<file path="config.mk">
export PLATFORM = sky130hd
export DESIGN_NAME = debounced_press_counter_core
export DESIGN_NICKNAME = d
export VERILOG_FILES = /design/src/hw/rtl/dpc_pkg.sv /design/src/hw/rtl/debounced_press_counter_core.sv /design/src/hw/rtl/dpc_debounce.sv /design/src/hw/rtl/dpc_press.sv
export SDC_FILE = /design/constraint.sdc
export NUM_CORES = 1
export LEC_CHECK = 0
export ABC_CLOCK_PERIOD_IN_PS = 6700
export BUFFER_PORTS_ARGS = -buffer_cell sky130_fd_sc_hd__buf_4
export CELL_PAD_IN_SITES_DETAIL_PLACEMENT = 1
export CELL_PAD_IN_SITES_GLOBAL_PLACEMENT = 2
export CORE_ASPECT_RATIO = 0.9
export CORE_MARGIN = 2
export CORE_UTILIZATION = 34
export CTS_CLUSTER_SIZE = 24
export DETAILED_ROUTE_END_ITERATION = 7
export PLACE_DENSITY = 0.75
export SLEW_MARGIN = 20
export SYNTH_ARGS = -nofsm -noshare
export SYNTH_HDL_FRONTEND = slang
export SYNTH_SLANG_ARGS = --single-unit
</file>
<file path="constraint.sdc">
create_clock -name clk -period 6.7 [get_ports clk]
set_clock_uncertainty 0.1 [all_clocks]
set_input_delay 0.67 -clock clk [delete_from_list [all_inputs] [get_ports clk]]
set_output_delay 0.67 -clock clk [all_outputs]
set_load 0.005 [all_outputs]
</file>
<file path="src/hw/rtl/dpc_pkg.sv">
package dpc_pkg;

  // Field widths.
  localparam int unsigned TIME_W  = 48;
  localparam int unsigned COUNT_W = 32;
  localparam int unsigned RUN_W   = 4;
  localparam int unsigned GAP_W   = 26;
  localparam int unsigned WIN_W   = 28;

  // Configuration register indexes.
  localparam logic [3:0] CFG_AGREE_POLLS  = 4'd0;
  localparam logic [3:0] CFG_PRESS_GAP_US = 4'd1;
  localparam logic [3:0] CFG_WINDOW_US    = 4'd2;
  localparam logic [3:0] CFG_START_COUNT  = 4'd3;

  // Reset values of the configuration registers.
  localparam logic [RUN_W-1:0]   AGREE_POLLS_RST  = 4'd5;
  localparam logic [GAP_W-1:0]   PRESS_GAP_RST    = 26'd250000;
  localparam logic [WIN_W-1:0]   WINDOW_US_RST    = 28'd10000000;
  localparam logic [COUNT_W-1:0] START_COUNT_RST  = 32'd0;

  // Largest representable time; a window that would end past it never ends.
  localparam logic [TIME_W-1:0] TIME_MAX = {TIME_W{1'b1}};

  // Event from the debouncer to the press tracker.
  typedef struct packed {
    logic step;
    logic believe_press;
  } deb_evt_t;

  // Outcome of one poll from the press tracker.
  typedef struct packed {
    logic               counted;
    logic               refused;
    logic [COUNT_W-1:0] presses;
    logic               window_open;
    logic               window_closed;
  } press_res_t;

endpackage

</file>
<file path="src/hw/rtl/debounced_press_counter_core.sv">
// Debounced press counter for an active-low push button. Every input transaction is one poll:
// the raw pin level and the poll time in microseconds. A level is believed after agree_polls
// agreeing polls; a newly believed press is counted unless the previous counted press lies
// less than press_gap_us earlier, in which case press_refused is flagged instead. Each poll
// yields exactly one output transaction carrying the count (start_count plus presses since
// reset, wrapping at 2^32) and the state of the broadcast window, which opens for window_us
// on every counted press and pulses window_closed on the poll that ends it. The block takes
// one poll per clock cycle unless out_tready stalls the result register; a poll passes an
// input and then a result register to reach the output; the rate is set by the state update,
// whose longest path is a 48-bit time subtract and compare feeding the window-end select.
// Configuration writes are accepted in every cycle but must be made only while the block is
// idle.
module debounced_press_counter_core (
  input  logic        clk,
  input  logic        rst_n,

  input  logic        in_tvalid,
  output logic        in_tready,
  // [0] line_level, [48:1] now_us, [55:49] zero.
  input  logic [55:0] in_tdata,

  output logic        out_tvalid,
  input  logic        out_tready,
  // [0] press_counted, [1] press_refused, [33:2] count, [34] window_open,
  // [35] window_closed, [39:36] zero.
  output logic [39:0] out_tdata,

  input  logic        cfg_valid,
  output logic        cfg_ready,
  input  logic [3:0]  cfg_index,
  input  logic [31:0] cfg_data
);

  // Configuration registers.
  logic [dpc_pkg::RUN_W-1:0]   agree_polls_r;
  logic [dpc_pkg::GAP_W-1:0]   press_gap_r;
  logic [dpc_pkg::WIN_W-1:0]   window_us_r;
  logic [dpc_pkg::COUNT_W-1:0] start_count_r;

  // Input register holding one poll.
  logic                        in_valid_r;
  logic                        level_r;
  logic [dpc_pkg::TIME_W-1:0]  now_r;

  // Result register.
  logic                        out_valid_r;
  logic [39:0]                 out_data_r;
  logic [39:0]                 out_data_nxt;

  logic                        advance;
  dpc_pkg::deb_evt_t           evt;
  dpc_pkg::press_res_t         res;
  logic [dpc_pkg::COUNT_W-1:0] count;

  // The held poll moves on whenever the result register is empty or being drained, so a new
  // transaction is taken in the same cycle and the block keeps one poll per cycle.
  assign advance   = in_valid_r && (!out_valid_r || out_tready);
  assign in_tready = !in_valid_r || advance;
  assign cfg_ready = 1'b1;

  always_ff @(posedge clk) begin
    if (!rst_n) begin
      agree_polls_r  <= dpc_pkg::AGREE_POLLS_RST;
      press_gap_r    <= dpc_pkg::PRESS_GAP_RST;
      window_us_r    <= dpc_pkg::WINDOW_US_RST;
      start_count_r  <= dpc_pkg::START_COUNT_RST;
    end else if (cfg_valid && cfg_ready) begin
      case (cfg_index)
        dpc_pkg::CFG_AGREE_POLLS:  agree_polls_r  <= cfg_data[dpc_pkg::RUN_W-1:0];
        dpc_pkg::CFG_PRESS_GAP_US: press_gap_r    <= cfg_data[dpc_pkg::GAP_W-1:0];
        dpc_pkg::CFG_WINDOW_US:    window_us_r    <= cfg_data[dpc_pkg::WIN_W-1:0];
        dpc_pkg::CFG_START_COUNT:  start_count_r  <= cfg_data[dpc_pkg::COUNT_W-1:0];
        default: ;
      endcase
    end
  end

  always_ff @(posedge clk) begin
    if (!rst_n) begin
      in_valid_r <= 1'b0;
    end else if (in_tready) begin
      in_valid_r <= in_tvalid;
    end
  end

  always_ff @(posedge clk) begin
    if (in_tvalid && in_tready) begin
      level_r <= in_tdata[0];
      now_r   <= in_tdata[48:1];
    end
  end

  // Run counting and belief; the pin is active low.
  dpc_debounce u_debounce (
    .clk          (clk),
    .rst_n        (rst_n),
    .step         (advance),
    .down         (!level_r),
    .agree_polls  (agree_polls_r),
    .evt          (evt)
  );

  // Lockout, press count and broadcast window.
  dpc_press u_press (
    .clk          (clk),
    .rst_n        (rst_n),
    .evt          (evt),
    .now_us       (now_r),
    .press_gap_us (press_gap_r),
    .window_us    (window_us_r),
    .res          (res)
  );

  assign count        = start_count_r + res.presses;
  assign out_data_nxt = {4'b0000, res.window_closed, res.window_open, count,
                         res.refused, res.counted};

  always_ff @(posedge clk) begin
    if (!rst_n) begin
      out_valid_r <= 1'b0;
    end else if (advance) begin
      out_valid_r <= 1'b1;
    end else if (out_tready) begin
      out_valid_r <= 1'b0;
    end
  end

  always_ff @(posedge clk) begin
    if (advance) begin
      out_data_r <= out_data_nxt;
    end
  end

  assign out_tvalid = out_valid_r;
  assign out_tdata  = out_data_r;

  // A poll either counts a press or refuses it, never both.
  a_count_xor_refuse: assert property (@(posedge clk) disable iff (!rst_n)
    out_tvalid |-> !(out_tdata[0] && out_tdata[1]))
    else $error("press counted and refused on the same poll");

  // A window that closes on this poll is no longer open.
  a_closed_not_open: assert property (@(posedge clk) disable iff (!rst_n)
    out_tvalid && out_tdata[35] |-> !out_tdata[34])
    else $error("window reported closed while still open");

  // A held poll that cannot move on stays held.
  a_hold_poll: assert property (@(posedge clk) disable iff (!rst_n)
    in_valid_r && !advance |=> in_valid_r && $stable(now_r) && $stable(level_r))
    else $error("held poll lost while the result register was stalled");

  // Nothing is counted unless the debouncer believed a press.
  a_count_needs_press: assert property (@(posedge clk) disable iff (!rst_n)
    res.counted |-> evt.believe_press && advance)
    else $error("press counted without a believed press");

endmodule

</file>
<file path="src/hw/rtl/dpc_debounce.sv">
// Tracks the raw level run and reports a newly believed press.
module dpc_debounce (
  input  logic                      clk,
  input  logic                      rst_n,
  input  logic                      step,
  input  logic                      down,
  input  logic [dpc_pkg::RUN_W-1:0] agree_polls,
  output dpc_pkg::deb_evt_t         evt
);

  logic                      last_seen_r, last_seen_nxt;
  logic [dpc_pkg::RUN_W-1:0] run_r, run_nxt;
  logic                      believed_r, believed_nxt;
  logic                      believe;

  always_comb begin
    last_seen_nxt = last_seen_r;
    run_nxt       = run_r;
    if (down != last_seen_r) begin
      last_seen_nxt = down;
      run_nxt       = dpc_pkg::RUN_W'(1);
    end else if (run_r < agree_polls) begin
      run_nxt = run_r + dpc_pkg::RUN_W'(1);
    end
    believe      = (run_nxt >= agree_polls) && (last_seen_nxt != believed_r);
    believed_nxt = believe ? last_seen_nxt : believed_r;
  end

  assign evt.step          = step;
  assign evt.believe_press = step && believe && last_seen_nxt;

  always_ff @(posedge clk) begin
    if (!rst_n) begin
      last_seen_r <= 1'b0;
      run_r       <= '0;
      believed_r  <= 1'b0;
    end else if (step) begin
      last_seen_r <= last_seen_nxt;
      run_r       <= run_nxt;
      believed_r  <= believed_nxt;
    end
  end

endmodule

</file>
<file path="src/hw/rtl/dpc_press.sv">
// Applies the lockout gap, counts presses and runs the broadcast window.
module dpc_press (
  input  logic                        clk,
  input  logic                        rst_n,
  input  dpc_pkg::deb_evt_t           evt,
  input  logic [dpc_pkg::TIME_W-1:0]  now_us,
  input  logic [dpc_pkg::GAP_W-1:0]   press_gap_us,
  input  logic [dpc_pkg::WIN_W-1:0]   window_us,
  output dpc_pkg::press_res_t         res
);

  logic [dpc_pkg::TIME_W-1:0]  last_press_r, last_press_nxt;
  logic [dpc_pkg::COUNT_W-1:0] presses_r, presses_nxt;
  logic [dpc_pkg::TIME_W-1:0]  window_end_r, window_end_nxt;
  logic [dpc_pkg::TIME_W-1:0]  since_last;
  logic [dpc_pkg::TIME_W:0]    end_sum;
  logic [dpc_pkg::TIME_W-1:0]  end_sat;
  logic [dpc_pkg::TIME_W-1:0]  end_mid;
  logic                        locked;
  logic                        counted;
  logic                        closed;

  always_comb begin
    since_last = now_us - last_press_r;
    // A poll earlier than the last press counts as inside the gap.
    locked = (last_press_r != '0) &&
             ((now_us < last_press_r) ||
              (since_last < {{(dpc_pkg::TIME_W-dpc_pkg::GAP_W){1'b0}}, press_gap_us}));
    end_sum = {1'b0, now_us} + {{(dpc_pkg::TIME_W+1-dpc_pkg::WIN_W){1'b0}}, window_us};
    end_sat = end_sum[dpc_pkg::TIME_W] ? dpc_pkg::TIME_MAX : end_sum[dpc_pkg::TIME_W-1:0];

    counted        = evt.believe_press && !locked;
    last_press_nxt = counted ? now_us : last_press_r;
    presses_nxt    = counted ? presses_r + dpc_pkg::COUNT_W'(1) : presses_r;
    end_mid        = counted ? end_sat : window_end_r;

    // The close test follows the press handling of the same poll.
    closed         = (end_mid != '0) && (now_us > end_mid);
    window_end_nxt = closed ? '0 : end_mid;
  end

  assign res.counted       = counted;
  assign res.refused       = evt.believe_press && locked;
  assign res.presses       = presses_nxt;
  assign res.window_open   = (window_end_nxt != '0);
  assign res.window_closed = closed;

  always_ff @(posedge clk) begin
    if (!rst_n) begin
      last_press_r <= '0;
      presses_r    <= '0;
      window_end_r <= '0;
    end else if (evt.step) begin
      last_press_r <= last_press_nxt;
      presses_r    <= presses_nxt;
      window_end_r <= window_end_nxt;
    end
  end

endmodule
</file>
==> flow_metrics.py, run 1 <==
metrics = {
    "logic_synthesis": {
        "netlist_instances": 2543,
        "synthMuxAreaShare_pct": 3.60,
        "synth_compound_area_share_pct": 21.4,
        "synth-main-ff-cell": "dfxtp_1",
        "yosysSeqAreaShare_pct": 32.9,
        "syn_area_per_cell_sq_um": 8.46,
        "synthDistinctLibCells": 94,
        "yosys_warnings": 0,
        "synth_top_family_by_area": "compound AO/OA/AOI/OAI gates",
        "synth_xor_area_share_pct": 5.58,
        "synth_edf_count": 85,
        "async_reset_ff_share_pct": 0,
        "ys_ff_latch": 311,
        "synthSimpleGateAreaFrac_pct": 20.6,
        "synth-adder-area-share_pct": 11.4,
        "syn_area_sq_um": 21500,
    },
    "global_route": {
        "grt_pass1_vias": 21838,
        "grt_usage_pct": 25.6,
        "overflow": 0,
        "grt_start_max_net_pins": 96,
        "antenna_found_initial": 2,
        "grt_pass1_wl_mm": 130,
    },
    "route": {
        "ant_nets": 0,
        "viasPerCell": 5.41,
        "dr.pass1.iters": 5,
        "post-route-drc-count": 0,
        "avgRoutedWirePerCell_microns": 22.4,
        "drt-total-wl_mm": 88.1,
        "drtIter0Drc": 1406,
        "num_vias": 21286,
    },
    "critical_path": {
        "crit_slowest_cell": "edfxtp_1",
        "startpoint_type": "flip-flop",
        "required_ps": 6910,
        "cp.arrival_ps": 8080,
        "max_stage_delay_ps": 420,
        "crit_type": "flip-flop to flip-flop",
        "critPathMaxFanout": 5,
        "end_kind": "flip-flop",
    },
    "final_layout": {
        "nNetsFinal": 3353,
        "antenna_cells": 0,
        "nFillCells": 7315,
        "drive_above_1_share_pct": 27.1,
        "multi_input_area_sq_um": 14200,
        "ff_latch_area_sq_um": 7080,
        "area_delta_synth_final_pct": 33.8,
    },
    "die": {
        "ioPinCount": 140,
        "fp.dieH_microns": 243,
        "std_cell_rows": 87,
        "start_util_pct": 34.4,
        "die_w_microns": 269,
        "die-area_sq_um": 65300,
        "core_sq_um": 62600,
    },
    "pwr": {
        "p_per_area_nw_per_um2": 172,
        "ir_drop_uv": 138,
        "leakage_nw": 12.1,
        "total_power_w": 0.00495,
    },
    "timing": {
        "maxSlewHeadroom_pct": 25.8,
        "rsz0062_at_grt": "yes",
        "drv_slew": 0,
        "worst_pin_slew_ps": 1100,
        "post-route-period-util_pct": 117,
        "finalWorstSetupSlack_ps": -1170,
        "setup_viol": 72,
        "finalCriticalPeriod_ps": 7870,
        "hold_viol_final": 0,
        "fmax_ghz": 0.127,
        "whs_ps": 172,
    },
    "cts": {
        "clk_latency_ps": 580,
        "cts_sinks": 311,
        "root_buffer": "clkbuf_16",
        "cts_max_path_buffers": 3,
        "cts.clk_slew.worst_paths_ps": 60,
        "cts_tree": "yes",
        "htreeDepth": 2,
        "numCtsBuffers": 39,
    },
    "placement": {
        "finalWeightedCongestion": 0.895,
        "dp_slack_ps": -1570,
        "hpwlAfterDp_mm": 68.4,
        "io_buffers": 127,
    },
    "run_status": {
        "status": "complete, but fails checks",
        "violations": "negative setup slack",
    },
    "worst_hold_path": {
        "hp-class": "primary input to flip-flop",
    },
    "run": {
        "cap_violations": 0,
    },
}
-- repair_timing --
item | 4_1_cts | 5_1_grt
gates cloned | 1 | 4
pin swaps | 35 | 74
hold buffers | 0 | 0
setup buffers | 16 | 39
endpoints found under the setup margin | 77 | 78
gates resized for setup | 59 | 125
-- cells in the mapped netlist (5+ instances only) --
| library cell | n | area (sq um) |
|---|---|---|
| xnor2_1 | 76 | 666 |
| a21boi_1 | 31 | 233 |
| or3_1 | 17 | 106 |
| dfxtp_1 | 226 | 4520 |
| nor2b_1 | 22 | 138 |
| o2111ai_1 | 11 | 96.3 |
| a221oi_1 | 5 | 43.8 |
| a21boi_0 | 98 | 736 |
| and4_1 | 11 | 96.3 |
| nor2_1 | 110 | 413 |
| mux2i_1 | 74 | 741 |
| a41oi_1 | 5 | 43.8 |
| ha_1 | 191 | 2390 |
| a21oi_1 | 127 | 636 |
| o21ai_1 | 10 | 50.1 |
| clkbuf_1 | 69 | 259 |
| o21ai_2 | 41 | 359 |
| buf_4 | 10 | 75.1 |
| nand3_1 | 57 | 285 |
| o31ai_1 | 14 | 105 |
| xor2_1 | 61 | 534 |
| nor3_1 | 34 | 170 |
| and3_1 | 27 | 169 |
| nor4_1 | 35 | 219 |
| o211a_1 | 7 | 70.1 |
| o211ai_1 | 25 | 188 |
| a21o_1 | 69 | 518 |
| a31oi_1 | 10 | 62.6 |
| and2_1 | 30 | 188 |
| o21ai_0 | 86 | 430 |
| o21a_1 | 33 | 248 |
| a211o_1 | 6 | 52.6 |
| buf_2 | 16 | 80.1 |
| nand2_1 | 485 | 1820 |
| buf_1 | 6 | 22.5 |
| a211oi_1 | 14 | 105 |
| edfxtp_1 | 85 | 2550 |
| nand2b_1 | 32 | 200 |
| nand4_1 | 51 | 319 |
| buf_6 | 9 | 101 |
| inv_1 | 111 | 417 |
| o21bai_1 | 10 | 75.1 |
-- final cells by class --
cell class              count  share of cell area [%]
well taps                 845                    3.68
clock inverters            17                   0.600
multi-input cells        2012                    49.5
clock buffers              54                    3.76
inverters                 113                    1.49
repair buffers            585                    16.4
flip-flops and latches    311                    24.6
-- registers in the layout, summed over array words and instances (netlist names), 4 cells and up --
register / count
now_r: 48
u_press.last_press_r: 48
u_press.window_end_r: 48
out_tdata: 36
start_count_r: 32
u_press.presses_r: 32
window_us_r: 28
press_gap_r: 26
agree_polls_r: 4
u_debounce.run_r: 4
-- kinds of logic after synthesis --
group | after synthesis
multiplexers | 77
AO/OA/AOI/OAI | 656
adder cells (fa/ha/maj) | 194
other | 2
buffers and inverters | 223
flip-flops | 311
XOR/XNOR | 137
AND/OR/NAND/NOR | 943
-- where the power goes --
part	total [W]	internal, W	switching (W)
Combinational	0.000851	0.000362	0.000489
Clock	0.00210	0.00122	0.000882
Sequential	0.00200	0.00197	0.0000304
Total	0.00495	0.00355	0.00140
-- worst max-delay path: cells and delay by family (launching register included) --
family,cells,cell delay [ps]
adders and majority gates,3,940
xor gates and xnor gates,4,620
and+or+nand+nor,8,1420
buffers and inverters,4,490
AOI/OAI and AO/OA,18,3550
DFF,1,420
-- placed cells by master (no fill, tap or decap), types with 11 or more instances in the layout --
| master | count |
|---|---|
| buf_4 | 544 |
| nand2_1 | 480 |
| dfxtp_1 | 226 |
| ha_1 | 183 |
| inv_1 | 108 |
| a21oi_1 | 100 |
| nor2_1 | 100 |
| a21boi_0 | 97 |
| edfxtp_1 | 85 |
| xnor2_1 | 72 |
| a21o_1 | 69 |
| o21ai_0 | 67 |
| mux2i_1 | 63 |
| xor2_1 | 59 |
| nand3_1 | 54 |
| nand4_1 | 51 |
| o21ai_2 | 51 |
| clkbuf_16 | 43 |
| nor4_1 | 35 |
| nand2b_1 | 32 |
| o21a_1 | 31 |
| a21boi_1 | 31 |
| and2_1 | 29 |
| nor3_1 | 28 |
| and3_1 | 27 |
| a21oi_2 | 26 |
| o211ai_1 | 25 |
| buf_6 | 25 |
| nor2b_1 | 20 |
| or3_1 | 16 |
| o21ai_1 | 15 |
| a211oi_1 | 13 |
| o31ai_1 | 11 |
-- through the flow --
stage | setup TNS (ps) | std cells | area [sq um] | util [%]
floorplan | -597 | 2546 | 21600 | -
global placement | -64450 | 3813 | 26200 | 41.9
detailed placement | -89890 | 3813 | 26200 | 41.9
CTS | -66190 | 3901 | 27900 | 44.5
global route | -89290 | 3937 | 28800 | 46.0
finish | -61910 | 3937 | 28800 | 46.0
-- path summary, 6_finish.rpt --
| check | from | end | slack, ps | depth (start not counted) |
|---|---|---|---|---|
| setup / recovery | now_r[1]$_DFFE_PP_ | out_tdata[33]$_DFFE_PP_ | -1170 | 37 |
| hold / removal | in_tdata[0] | level_r$_DFFE_PP_ | 170 | 1 |
| setup reg to reg | now_r[1]$_DFFE_PP_ | out_tdata[33]$_DFFE_PP_ | -1170 | 37 |
| hold reg to reg | press_gap_r[21]$_SDFFE_PN0P_ | press_gap_r[21]$_SDFFE_PN0P_ | 370 | 2 |
-- metal layers --
metal	global-route usage, %	vias up	share of wire (%)
li1	-	10132	-
met3	2.60	113	3.9
met4	5.98	0	2.4
met1	36.4	10639	48
met5	0	-	0
met2	41.5	402	46
Power figures use the tool's default switching activity.
==> run 2: changes to the inputs <==
--- a/config.mk
+++ b/config.mk
@@ -5,16 +5,16 @@
 export SDC_FILE = /design/constraint.sdc
 export NUM_CORES = 1
 export LEC_CHECK = 0
-export ABC_CLOCK_PERIOD_IN_PS = 6700
+export ABC_CLOCK_PERIOD_IN_PS = 7470
 export BUFFER_PORTS_ARGS = -buffer_cell sky130_fd_sc_hd__buf_4
 export CELL_PAD_IN_SITES_DETAIL_PLACEMENT = 1
 export CELL_PAD_IN_SITES_GLOBAL_PLACEMENT = 2
 export CORE_ASPECT_RATIO = 0.9
 export CORE_MARGIN = 2
-export CORE_UTILIZATION = 34
+export CORE_UTILIZATION = 38
 export CTS_CLUSTER_SIZE = 24
 export DETAILED_ROUTE_END_ITERATION = 7
-export PLACE_DENSITY = 0.75
+export PLACE_DENSITY = 0.79
 export SLEW_MARGIN = 20
 export SYNTH_ARGS = -nofsm -noshare
 export SYNTH_HDL_FRONTEND = slang
==> constraint.sdc (replaced) <==
create_clock -name clk -period 7.47 [get_ports clk]
set_clock_uncertainty 0.1 [all_clocks]
set_input_delay 0.747 -clock clk [delete_from_list [all_inputs] [get_ports clk]]
set_output_delay 0.747 -clock clk [all_outputs]
set_load 0.005 [all_outputs]
==> run 2 against run 1 <==
Compared with the run above:
- the flow still finishes with violations (negative setup slack)
- critical path depth is 2 higher
- final area decreased by 2.9%
- routed wire length shrank 1.5%
- sequential share of layout area is 0.73 points higher
- setup slack better by 890 ps
- core utilization rose by 4.1 points
- combinational power is 11% lower
- cell count is 5.0% lower
- clock-buffer cell count decreased by 6
- global-route usage up 3.2 points
- sequential power down 11%
- die area fell by 10%
- largest power group unchanged
==> flow_metrics.py, run 2 (same netlist as run 1, synthesis figures left out) <==
metrics = {
    "run_status": {
        "status": "complete, but fails checks",
        "violations": "negative setup slack",
    },
    "placement": {
        "finalWeightedCongestion": 0.921,
        "place_inst": 3618,
        "hpwlAfterDp_mm": 65.1,
        "io_buffers": 127,
    },
    "final_layout": {
        "final_cells": 3739,
        "final_cell_mix": "480 x nand2_1, 433 x buf_4, 225 x dfxtp_1",
        "reg_top3": "now_r x48, u_press.last_press_r x48, u_press.window_end_r x48",
        "layout_commonest_cell": "nand2_1",
        "fin_util_pct": 50.1,
        "antenna_cells": 0,
        "area_delta_synth_final_pct": 29.9,
        "drive_above_1_share_pct": 24.7,
        "nNetsFinal": 3242,
    },
    "timing": {
        "finalWorstSetupSlack_ps": -275,
        "whs_ps": 228,
        "worst_pin_slew_ps": 1180,
        "setup_viol": 25,
        "post-route-period-util_pct": 104,
        "hold_viol_final": 0,
        "rsz0062_at_grt": "yes",
        "finalCriticalPeriod_ps": 7750,
        "drv_slew": 0,
        "maxSlewHeadroom_pct": 21.0,
        "fmax_ghz": 0.129,
    },
    "route": {
        "drt-total-wl_mm": 86.8,
        "avgRoutedWirePerCell_microns": 23.2,
        "drtIter0Drc": 1499,
        "dr.pass1.iters": 5,
        "viasPerCell": 5.59,
        "ant_nets": 0,
        "num_vias": 20890,
        "post-route-drc-count": 0,
    },
    "critical_path": {
        "path_buf_inv": 7,
        "crit_slowest_cell": "edfxtp_1",
        "crit_type": "flip-flop to flip-flop",
        "startpoint_type": "flip-flop",
        "cp.arrival_ps": 7960,
        "max_stage_delay_ps": 410,
        "required_ps": 7690,
        "critPathMaxFanout": 4,
        "end_kind": "flip-flop",
        "crit_family": "compound AO/OA/AOI/OAI gates",
    },
    "global_route": {
        "grt_usage_pct": 28.8,
        "grt_pass1_wl_mm": 128,
        "overflow": 0,
        "grt_pass1_vias": 21467,
        "grt_start_max_net_pins": 72,
        "antenna_found_initial": 2,
    },
    "die": {
        "ioPinCount": 140,
        "fp.dieH_microns": 230,
        "start_util_pct": 38.5,
        "core_sq_um": 55800,
        "std_cell_rows": 82,
        "die_w_microns": 255,
        "die-area_sq_um": 58500,
    },
    "pwr": {
        "seqPwrFrac_pct": 38.9,
        "leakage_nw": 11.6,
        "comb_power_share_pct": 16.4,
        "p_sw_share_pct": 28.6,
        "ir_drop_uv": 136,
        "p_per_area_nw_per_um2": 165,
        "pwr-share-clk_pct": 44.8,
        "total_power_w": 0.00461,
        "p_switching_w": 0.00132,
        "power.internal_w": 0.00329,
    },
    "cts": {
        "numCtsBuffers": 40,
        "cts.clk_slew.worst_paths_ps": 60,
        "root_buffer": "clkbuf_16",
        "postCtsHoldBufs": 0,
        "htreeDepth": 2,
        "clk_latency_ps": 590,
        "cts_tree": "yes",
        "cts_max_path_buffers": 3,
        "cts_sinks": 311,
    },
    "worst_hold_path": {
        "hp-class": "primary input to flip-flop",
    },
    "run": {
        "cap_violations": 0,
    },
}
-- run 2: changes by cell type in the layout (fill, tap and decap cells not counted), moves of 4 or more --
| cell | change |
|---|---|
| a21oi_1 | +6 |
| a21oi_2 | -4 |
| buf_4 | -111 |
| clkbuf_1 | -7 |
| ha_1 | -5 |
-- run 2: metrics by stage --
step                instance area (sq um)  setup TNS (ps)  setup WS, ps
finish                              27900           -2230          -275
global route                        27900          -17000          -499
CTS                                 27100            -183          -101
detailed placement                  25200          -34320          -715
global placement                    25200          -23640          -527
floorplan                           21500               0          29.0
-- run 2: power groups by stage --
stage	combinational, W	clock (W)	sequential (W)
after floorplan	0.000377	0	0.00182
after global placement	0.000672	0	0.00183
after detailed placement	0.000691	0	0.00183
after CTS	0.000720	0.00210	0.00179
after global routing	0.000812	0.00217	0.00179
final	0.000755	0.00207	0.00179
-- run 2: what timing repair did --
item / 4_1_cts / 5_1_grt
buffers inserted: 19 / 28
cloned: 2 / 2
gates resized for setup: 96 / 116
pin swaps: 67 / 59
endpoints found under the setup margin: 66 / 66
-- run 2: worst paths after layout --
path,cells past startpoint,start,endpoint,slack (ps)
min,1,in_tdata[0],level_r$_DFFE_PP_,230
max reg2reg,39,now_r[0]$_DFFE_PP_,out_tdata[33]$_DFFE_PP_,-280
min reg2reg,2,press_gap_r[24]$_SDFFE_PN0P_,press_gap_r[24]$_SDFFE_PN0P_,370
max,39,now_r[0]$_DFFE_PP_,out_tdata[33]$_DFFE_PP_,-280
-- run 2: cell type report --
class | count | area, sq um
clock buffers | 48 | 1100
clock inverters | 26 | 290
fillers | 6596 | 27900
inverters | 113 | 427
multi-input cells | 2012 | 14200
flip-flops and latches | 311 | 7080
well taps | 756 | 946
repair buffers | 473 | 3860
-- run 2: worst register-to-register path: cells and delay by family, from the launching register on --
family / cells / cell delay, ps
compound gates: 17 / 3180
fa+ha+maj: 4 / 1150
simple gates: 7 / 1010
xor+xnor: 4 / 670
flops: 1 / 410
buf+inv: 7 / 930
-- run 2: per-layer routing --
| layer | vias to the layer above | GRT usage, % | wire length [microns] |
|---|---|---|---|
| met2 | 454 | 43.0 | 37600 |
| met4 | 0 | 11.6 | 3640 |
| met1 | 10373 | 41.4 | 41300 |
| met3 | 140 | 4.34 | 4260 |
| li1 | 9923 | - | - |
| met5 | - | 0 | 0 |
==> run 3: changes to the inputs <==
--- a/config.mk
+++ b/config.mk
@@ -5,13 +5,14 @@
 export SDC_FILE = /design/constraint.sdc
 export NUM_CORES = 1
 export LEC_CHECK = 0
+export ABC_AREA = 1
 export ABC_CLOCK_PERIOD_IN_PS = 7470
 export BUFFER_PORTS_ARGS = -buffer_cell sky130_fd_sc_hd__buf_4
 export CELL_PAD_IN_SITES_DETAIL_PLACEMENT = 1
 export CELL_PAD_IN_SITES_GLOBAL_PLACEMENT = 2
 export CORE_ASPECT_RATIO = 0.9
 export CORE_MARGIN = 2
-export CORE_UTILIZATION = 38
+export CORE_UTILIZATION = 35
 export CTS_CLUSTER_SIZE = 24
 export DETAILED_ROUTE_END_ITERATION = 7
 export PLACE_DENSITY = 0.79
==> run 3 against run 2 <==
Compared with the run above:
- the run now ends clean
- routed wire length shrank 11%
- die area is 11% higher
- sequential share of layout area increased by 2.3 points
- non-clock buffer count is 267 lower
- via count is 2.2% higher
- maximum frequency grew 11%
- first-iteration DRC count fell by 36%
- clock power shrank 4%
- core utilization is 9.0 points lower
- worst hold slack better by 11 ps
- critical path type unchanged
==> flow_metrics.py, run 3 <==
metrics = {
    "timing": {
        "finalCriticalPeriod_ps": 6960,
        "final.setup.tns_ps": 0,
        "maxSlewHeadroom_pct": 31.1,
        "fmax_ghz": 0.144,
        "worst_pin_slew_ps": 1030,
        "hold_viol_final": 0,
        "finalWorstSetupSlack_ps": 509,
        "setup_viol": 0,
        "whs_ps": 238,
        "post-route-period-util_pct": 93.2,
        "drv_slew": 0,
    },
    "global_route": {
        "antenna_found_initial": 9,
        "overflow": 0,
        "grt_pass1_wl_mm": 121,
        "grt_pass1_vias": 21964,
        "grt_usage_pct": 23.8,
        "grt_start_max_net_pins": 104,
    },
    "cts": {
        "numCtsBuffers": 40,
        "cts_tree": "yes",
        "cts_max_path_buffers": 3,
        "clk_latency_ps": 580,
        "cts.clk_slew.worst_paths_ps": 60,
        "root_buffer": "clkbuf_16",
        "htreeDepth": 2,
        "cts_sinks": 311,
    },
    "critical_path": {
        "r2r-start": "now_r[8]$_DFFE_PP_",
        "cp.arrival_ps": 7190,
        "crit_path_start": "now_r[8]$_DFFE_PP_",
        "worst_path_most_repeated_cell": "nand2_1",
        "max_stage_delay_ps": 400,
        "required_ps": 7700,
        "reg2reg_to": "out_tdata[33]$_DFFE_PP_",
        "crit_end": "out_tdata[33]$_DFFE_PP_",
        "end_kind": "flip-flop",
        "r2r_cells": 39,
        "ff2ff_setup_slack_ps": 510,
        "startpoint_type": "flip-flop",
        "crit_type": "flip-flop to flip-flop",
        "crit_slowest_cell": "ha_1",
        "critPathMaxFanout": 7,
    },
    "final_layout": {
        "reg_top3": "now_r x48, u_press.last_press_r x48, u_press.window_end_r x48",
        "layout_commonest_cell": "nand2_1",
        "area_delta_synth_final_pct": 16.5,
        "multi_input_area_sq_um": 12300,
        "fin_util_pct": 41.0,
        "nFillCells": 7964,
        "drive_above_1_share_pct": 9.88,
        "final_cell_mix": "764 x nand2_1, 584 x inv_1, 295 x a21oi_1",
        "nNetsFinal": 3701,
        "ff_latch_area_sq_um": 7080,
    },
    "logic_synthesis": {
        "synth_edf_count": 85,
        "yosysSeqAreaShare_pct": 32.2,
        "synth-main-ff-cell": "dfxtp_1",
        "syn_area_per_cell_sq_um": 6.76,
        "async_reset_ff_share_pct": 0,
        "synthDistinctLibCells": 50,
        "synth-adder-area-share_pct": 11.2,
        "synth.largest_area_cell": "dfxtp_1",
        "synth_top_area_share_pct": 20.6,
        "synthMuxAreaShare_pct": 0,
        "synthTopCellsByArea": "dfxtp_1 21%, nand2_1 13%, edfxtp_1 12%, ha_1 11%, inv_1 10%",
        "synth_common_cells": "764 x nand2_1, 585 x inv_1, 299 x a21oi_1, 276 x nor2_1, 244 x o21ai_0",
        "synth_xor_area_share_pct": 4.35,
        "synth.most_common_cell": "nand2_1",
        "synth_compound_area_share_pct": 15.4,
        "syn_area_sq_um": 22000,
        "netlist_instances": 3250,
        "ys_ff_latch": 311,
        "synth_top_family_by_area": "simple AND/OR/NAND/NOR gates",
        "yosys_warnings": 0,
        "synthSimpleGateAreaFrac_pct": 24.7,
    },
    "die": {
        "die_w_microns": 268,
        "die-area_sq_um": 64800,
        "start_util_pct": 35.2,
        "std_cell_rows": 87,
        "ioPinCount": 140,
        "core_sq_um": 62400,
        "fp.dieH_microns": 242,
    },
    "run_status": {
        "status": "finished, final reports clean",
    },
    "worst_hold_path": {
        "hold_depth": 1,
        "hp-class": "primary input to flip-flop",
    },
    "route": {
        "num_vias": 21352,
        "drt-total-wl_mm": 77.6,
        "ant_nets": 0,
        "post-route-drc-count": 0,
        "dr.pass1.iters": 5,
        "avgRoutedWirePerCell_microns": 18.1,
        "drtIter0Drc": 954,
        "viasPerCell": 4.98,
    },
    "run": {
        "cap_violations": 0,
    },
    "pwr": {
        "ir_drop_uv": 150,
        "leakage_nw": 12.7,
        "p_per_area_nw_per_um2": 184,
        "total_power_w": 0.00471,
    },
    "placement": {
        "dp_slack_ps": 48.0,
        "hpwlAfterDp_mm": 62.1,
        "io_buffers": 127,
        "finalWeightedCongestion": 0.917,
    },
}
-- run 3: kinds of logic (layout without fill, tap and decap cells) --
group,Yosys count,in the layout
buffers and inverters,691,880
AOI/OAI and AO/OA,634,634
other,2,6
xor gates and xnor gates,109,109
adders and majority gates,194,194
DFF,311,311
and+or+nand+nor,1309,1309
-- run 3: worst max-delay path: cells and delay by family, from the launching register on --
family                     cells  cell delay (ps)
AOI/OAI and AO/OA             14             2380
adders and majority gates      3             1010
DFF                            1              390
xor gates and xnor gates       3              560
and+or+nand+nor               15             1780
buffers and inverters          4              480
-- run 3: per-layer routing --
metal | wire [microns] | track usage, %
met1 | 35700 | 30.7
met2 | 36900 | 41.4
met3 | 3010 | 3.00
met4 | 1970 | 6.52
met5 | 44 | 0
-- run 3: worst min path at each step --
stage | start | to | slack, ps
after floorplan | start_count_r[0]$_SDFFE_PN0P_ | start_count_r[0]$_SDFFE_PN0P_ | 330
after global placement | start_count_r[5]$_SDFFE_PN0P_ | start_count_r[5]$_SDFFE_PN0P_ | 340
after detailed placement | start_count_r[25]$_SDFFE_PN0P_ | start_count_r[25]$_SDFFE_PN0P_ | 350
after CTS | in_tdata[47] | now_r[46]$_DFFE_PP_ | 200
after global routing | in_tdata[47] | now_r[46]$_DFFE_PP_ | 220
final | in_tdata[47] | now_r[46]$_DFFE_PP_ | 240
-- run 3: final cells by class --
cell class	count	area share [%]
Antenna cell	1	0.00978
Clock buffer	53	4.42
Clock inverter	21	0.865
Inverter	600	8.81
Multi-Input combinational cell	2251	48.0
Sequential cell	311	27.6
Tap cell	845	4.13
Timing Repair Buffer	206	6.10
-- run 3: repair_timing --
| item | in CTS | in global routing |
|---|---|---|
| resized for setup | 0 | 17 |
| setup endpoints to repair | 0 | 59 |
| hold buffers | 0 | 0 |
| setup buffers | 0 | 3 |
-- run 3: metrics by stage --
stage,std cells,cell area (sq um)
finish,4288,25600
global route,4287,25600
CTS,4284,25500
detailed placement,4210,24200
global placement,4210,24200
floorplan,3253,22000
-- run 3: where the power goes --
group	switching (W)	internal [W]	total, W
sequential	0.0000342	0.00179	0.00183
combinational	0.000582	0.000314	0.000896
clock	0.000803	0.00118	0.00198
total	0.00142	0.00329	0.00471
